===== config.mk =====
export PLATFORM = sky130hd
export DESIGN_NAME = srt_ctrl
export DESIGN_NICKNAME = d
export VERILOG_FILES = /design/src/sv/srt_pkg.sv /design/src/sv/srt_ctrl.sv
export SDC_FILE = /design/constraint.sdc
export NUM_CORES = 1
export LEC_CHECK = 0
export BUFFER_PORTS_ARGS = -buffer_cell sky130_fd_sc_hd__buf_2
export CAP_MARGIN = 20
export CORE_AREA = 2 2 39 41
export DETAILED_ROUTE_END_ITERATION = 10
export DIE_AREA = 0 0 41 43
export GPL_TIMING_DRIVEN = 0
export PLACE_DENSITY = 0.53
export SLEW_MARGIN = 20
export SYNTH_ARGS = -nofsm -noshare
export SYNTH_HDL_FRONTEND = slang
export SYNTH_SLANG_ARGS = --single-unit

===== constraint.sdc =====
create_clock -name clk -period 1.3 [get_ports clk]
set_input_delay 0 -clock clk [delete_from_list [all_inputs] [get_ports clk]]
set_output_delay 0 -clock clk [all_outputs]
set_load 0.05 [all_outputs]

===== src/sv/srt_pkg.sv =====
// shared types and constants of the spiral route transposition block
// no dependencies; imported by every module of the block
package srt_pkg;

  localparam int CAPACITY = 1024;
  localparam int ADDR_W   = $clog2(CAPACITY);
  localparam int LEN_W    = $clog2(CAPACITY + 1);
  localparam int CFG_W    = 11;
  localparam int ACC_W    = $clog2(CAPACITY + (1 << CFG_W));
  localparam int IDX_W    = 2;

  localparam logic [IDX_W-1:0] REG_MODE = 2'd0;
  localparam logic [IDX_W-1:0] REG_ROWS = 2'd1;
  localparam logic [IDX_W-1:0] REG_COLS = 2'd2;

  localparam logic OP_LOAD  = 1'b0;
  localparam logic OP_FETCH = 1'b1;

  typedef enum logic [1:0] {
    ST_OK    = 2'd0,
    ST_EMPTY = 2'd1,
    ST_OVF   = 2'd2
  } stat_t;

  typedef enum logic [1:0] {
    DIR_RIGHT = 2'd0,
    DIR_DOWN  = 2'd1,
    DIR_LEFT  = 2'd2,
    DIR_UP    = 2'd3
  } dir_t;

  typedef enum logic [1:0] {
    PH_IDLE  = 2'd0,
    PH_LOAD  = 2'd1,
    PH_READY = 2'd2
  } phase_t;

  typedef enum logic [2:0] {
    S_ACCEPT = 3'd0,
    S_SIZE   = 3'd1,
    S_WALK   = 3'd2,
    S_DRAIN  = 3'd3,
    S_FWAIT  = 3'd4,
    S_OUT    = 3'd5
  } state_t;

  typedef struct packed {
    logic load;
    logic new_msg;
    logic size_init;
    logic set_ovf;
    logic walk_init;
    logic walk_step;
    logic fetch;
    logic ready_phase;
  } cmd_t;

  typedef struct packed {
    logic ovf_now;
    logic fit;
    logic walk_last;
  } stat_bus_t;

endpackage


===== src/sv/srt_ctrl.sv =====
// controller state machine: sequences load, sizing, spiral walk and fetch
// depends on srt_pkg
module srt_ctrl (
  input  logic              clk,
  input  logic              rst_n,
  input  logic              in_tvalid,
  input  logic              in_tuser,
  input  logic              in_tlast,
  output logic              in_tready,
  output logic              out_tvalid,
  input  logic              out_tready,
  input  srt_pkg::stat_bus_t sts,
  output srt_pkg::cmd_t     cmd
);
  import srt_pkg::*;

  state_t state_r, state_nxt;
  phase_t phase_r, phase_nxt;
  logic   acc_in;

  assign acc_in = in_tvalid && in_tready;

  always_ff @(posedge clk) begin
    if (!rst_n) begin
      state_r <= S_ACCEPT;
      phase_r <= PH_IDLE;
    end else begin
      state_r <= state_nxt;
      phase_r <= phase_nxt;
    end
  end

  always_comb begin
    state_nxt = state_r;
    phase_nxt = phase_r;
    case (state_r)
      S_ACCEPT: begin
        if (acc_in) begin
          if (in_tuser == OP_FETCH) begin
            state_nxt = S_FWAIT;
          end else begin
            phase_nxt = PH_LOAD;
            if (in_tlast) state_nxt = S_SIZE;
          end
        end
      end
      S_SIZE: begin
        if (sts.ovf_now) begin
          phase_nxt = PH_READY;
          state_nxt = S_ACCEPT;
        end else if (sts.fit) begin
          state_nxt = S_WALK;
        end
      end
      S_WALK: if (sts.walk_last) state_nxt = S_DRAIN;
      S_DRAIN: begin
        phase_nxt = PH_READY;
        state_nxt = S_ACCEPT;
      end
      S_FWAIT: state_nxt = S_OUT;
      S_OUT:   if (out_tready) state_nxt = S_ACCEPT;
      default: state_nxt = S_ACCEPT;
    endcase
  end

  always_comb begin
    in_tready       = (state_r == S_ACCEPT);
    out_tvalid      = (state_r == S_OUT);
    cmd             = '0;
    cmd.ready_phase = (phase_r == PH_READY);
    case (state_r)
      S_ACCEPT: begin
        cmd.load      = acc_in && (in_tuser == OP_LOAD);
        cmd.new_msg   = cmd.load && (phase_r != PH_LOAD);
        cmd.size_init = cmd.load && in_tlast;
        cmd.fetch     = acc_in && (in_tuser == OP_FETCH);
      end
      S_SIZE: begin
        cmd.set_ovf   = sts.ovf_now;
        cmd.walk_init = !sts.ovf_now && sts.fit;
      end
      S_WALK:  cmd.walk_step = 1'b1;
      default: ;
    endcase
  end

endmodule


Word level (Yosys, flattened, before mapping)

Index checks and enable logic that the tools add are counted.

Bits in registers: 5
Input bits: 9
Output and inout bits: 10
Logic and storage cells: 44

Equality and inequality tests: 14
Mux-type cells: 16
Bitwise operators: 1
Reduce and logical (&&, ||, !) cells: 11

Operators by type and width:

| kind                 | count |
|---|---|
| $mux W3              | 8 |
| $pmux W3 S5          | 1 |
| $mux W2              | 4 |
| $eq A3 B2 Y1 const B | 2 |
| $eq A3 B3 Y1 const B | 2 |
| $logic_and A1 B1 Y1  | 6 |
| $ne A2 B1 Y1 const B | 3 |
| $ne A2 B2 Y1 const B | 3 |
| $ne A3 B3 Y1 const B | 2 |
| $pmux W2 S3          | 1 |
| $reduce_and A5 Y1    | 1 |
| $reduce_and A4 Y1    | 1 |
| $eq A3 B1 Y1 const B | 1 |
| $logic_not A3 Y1     | 1 |
| $reduce_bool A3 Y1   | 1 |
| $eq A2 B2 Y1 const B | 1 |
| $mux W1              | 2 |
| $logic_not A1 Y1     | 1 |
| $not A1 Y1           | 1 |

Depth between registers and ports, before layout

Depth in word-level cells: 5
Gate-level depth with buffers: 4
Depth with buffers taken out: 3

Worst setup path before layout

OpenSTA, ideal clock, no wires.

Kind: register -> output
Start: register state_r[2]
End: output port cmd[6] (netlist name)
Arrival: 1.914 ns
Data required time: 1.300 ns
Path slack: -0.614 ns
Stages on the path, launching flop included: 5
Buffers on the path: 1
Path through: dfxtp_1 buf_6 nor3_4 nand3b_2 a21oi_1

RTL lines:

| element                  | RTL line       | source |
|---|---|---|
| start: declaration       | srt_ctrl.sv:17 | `state_t state_r, state_nxt;` |
| start signal: assignment | srt_ctrl.sv:28 | `state_r <= state_nxt;` |
| end: declaration         | srt_ctrl.sv:13 | `output srt_pkg::cmd_t cmd` |

==> summary.md <==
| Metric | Value |
|---|---|
| Adder-Cell Fraction of Synth Area | `0` |
| Post-route minimum period | `1.35 ns` |
| Synth top area cells | `dfxtp_1 (29%), nor2_1 (5.4%), nor3_4 (4.7%), mux2_4 (4.3%), and3_1 (3.6%)` |
| Fmax | `742 MHz` |
| H-tree depth | `1` |
| M1 WL | `360 um` |
| CP Data Required Time | `1.30 ns` |
| Clk buf depth | `2` |
| Register bit total from synthesis | `5` |
| HP Class | `in -> reg` |
| Num CTS Buffers | `3` |
| Synth Area in Compound Gates | `0.165` |
| Synth Instances | `42` |
| Simple-gate share of the synthesized area | `0.398` |
| Vias in the first global route | `355` |
| Cell Rows | `14` |
| Final hold viol count | `0` |
| WP data arrival | `1.35 ns` |
| Worst slack at placement | `0.0925 ns` |
| Ys Warns | `0` |
| Initial antenna violation count | `0` |
| Post-DP HPWL | `623 um` |
| Max IR drop VDD | `0.588 mV` |
| DR WL met2 | `405 um` |
| Sequential share of the synthesized area | `0.287` |
| Number of routed nets with antenna violations | `0` |
| Final Non-Filler Cells | `82` |
| Least-Margin Pin Slew | `0.287 ns` |
| Vias/cell | `4.66` |
| Worst clock skew | `0.00451 ns` |
| Proportion of synthesized area in mux cells | `0.0717` |
| Worst-Skew Late Latency | `0.24 ns` |
| Num Clock Sinks | `5` |
| Area share of the largest cell type after synthesis | `0.287` |
| Iter 0 DRT Violations | `7` |
| Crit share post-route | `1.04` |
| DRC | `0` |
| First-pass GRT wire length | `1330 um` |
| Die area | `1760 um^2` |
| Nature of the critical path endpoint | `output port` |
| GRT Total Usage | `0.115` |
| Worst setup path class | `reg -> out` |
| Global route total overflow | `0` |
| Critical path fanouts, max | `5` |
| DR WL/cell | `10.3 um` |
| N_diodes | `0` |
| Vias | `382` |
| Layout overhead on the synthesized area | `72.0%` |
| Slew HR | `0.806` |
| IO Port Bufs | `18` |
| Top sig layer | `met4` |
| PwrDens | `1150 nW/um^2` |
| GPL Wtd Cong | `0.689` |
| Max-cap viol count | `0` |
| Most common cell after layout, fill and taps aside | `buf_2` |
| CP startpoint | `state_r[1]` |
| Setup Viol. Count Final | `2` |
| Drt pass-1 iters | `4` |
| Root Buffer | `clkbuf_4` |
| Failing checks | `setup timing` |
| Largest family of logic cells by synthesized area | `simple AND/OR/NAND/NOR gates` |
| Mapped Nets | `51` |
| Ports | `19` |
| Commonest non-fill, non-tap cells in the layout | `buf_2 (11), buf_6 (6), nor2_1 (4), clkbuf_4 (4), dfxtp_1 (4)` |
| Clk slew on worst S/H paths | `0.04 ns` |
| Initial Util | `0.252` |
| TritonCTS clock tree | `built` |
| RSZ-0062 raised after global routing | `true` |
| Syn Area/Cell | `8.31 um^2` |
| PnR worst setup slack | `-0.0481 ns` |
| Lkg Pwr | `0.288 nW` |
| CP Launch Type | `flip-flop` |
| Reg-to-Reg Start | `state_r[2]` |
| Outcome | `finished, violations left` |
| Synth cell types | `26` |
| Core area | `1380 um^2` |
| Leading area contributor after synthesis | `dfxtp_1` |
| Fill cells | `150` |
| Placed cell count | `76` |
| Largest net degree at the start of global routing | `11` |
| Pwr Total | `0.689 mW` |
| Die X | `41 um` |
| Synth Cell Area | `349 um^2` |
| Die height | `43 um` |
| Min-delay src | `rst_n` |
| Routed wl met3 | `69 um` |
| Final nets | `76` |
| Routed WL | `841 um` |
| Layout cells sized above 1 | `0.561` |
| Xor/xnor share of the synthesized area | `0` |
| Slew Limit Fails | `0` |
==> metrics by stage <==
step / TNS (ns) / utilization / hold slack [ns] / area [um^2]
after floorplan: -0.739 / - / 0.133 / 393
after global placement: 0 / 0.363 / 0.290 / 503
after detailed placement: 0 / 0.363 / 0.292 / 503
after CTS: -0.112 / 0.410 / 0.0253 / 568
after global routing: -0.259 / 0.434 / 0.0247 / 601
final: -0.0659 / 0.434 / 0.0334 / 601
==> layer usage <==
metal / vias to the layer above / track usage
li1: 194 / -
met1: 169 / 0.129
met2: 17 / 0.166
met3: 2 / 0.0785
met4: 0 / 0.0400
met5: - / 0
==> synth_stat cells <==
cell type / instances
nor2_1: 5
o311ai_1: 1
nor2b_1: 1
and3_1: 2
a21oi_1: 2
inv_1: 3
nor3b_1: 1
o21ai_0: 1
nand2b_1: 2
and2_1: 1
dfxtp_1: 5
buf_2: 1
a31oi_1: 1
a21boi_1: 1
nor2_2: 1
nand2_1: 3
o211a_1: 1
mux2_4: 1
o21ai_1: 2
nor3_4: 1
and3b_1: 1
nor4b_1: 1
nand3b_2: 1
buf_6: 1
nor3b_2: 1
mux2i_1: 1
==> state kept, by name (all words and copies together) (netlist names) <==
name and flops:
phase_r 2, state_r 3
==> logic make-up after synthesis <==
group | count (synthesis)
AND/OR/NAND/NOR | 21
AO/OA/AOI/OAI | 9
flip-flops | 5
buffers and inverters | 5
multiplexers | 2
==> area by class of cell <==
type	count	area (um^2)	area share
multi-input cells	32	263	0.438
well taps	16	20.0	0.0333
clock buffers	4	26.3	0.0438
plain buffers	2	22.5	0.0375
repair buffers	20	153	0.254
flip-flops and latches	5	101	0.169
inverters	3	15.0	0.0250
==> worst max-delay path: stages (launching register included) <==
cell and delay, ns:
dfxtp_1 0.30, buf_6 0.12, nor3_4 0.22, nand3b_4 0.16, a21oi_4 0.14, buf_6 0.17
==> repair_timing <==
item	4_1_cts	5_1_grt
buffers inserted	1	1
resized for setup	11	6
endpoints found under the setup margin	6	8
hold buffers	0	0
pin swaps	2	3
==> path summary, 6_finish.rpt <==
kind                endpoint  slack, ns  cells after the start
setup reg to reg  state_r[1]       0.08                      5
setup / recovery      cmd[6]      -0.05                      5
hold / removal    state_r[0]       0.03                      2
hold reg to reg   state_r[1]       0.51                      2
==> power breakdown <==
group          switching [mW]  total (mW)  internal (mW)
clock                  0.0628       0.179          0.116
combinational           0.189       0.318          0.129
sequential             0.0208       0.192          0.171
total                   0.273       0.689          0.416
No activity file was read; power rests on OpenSTA's default activity.
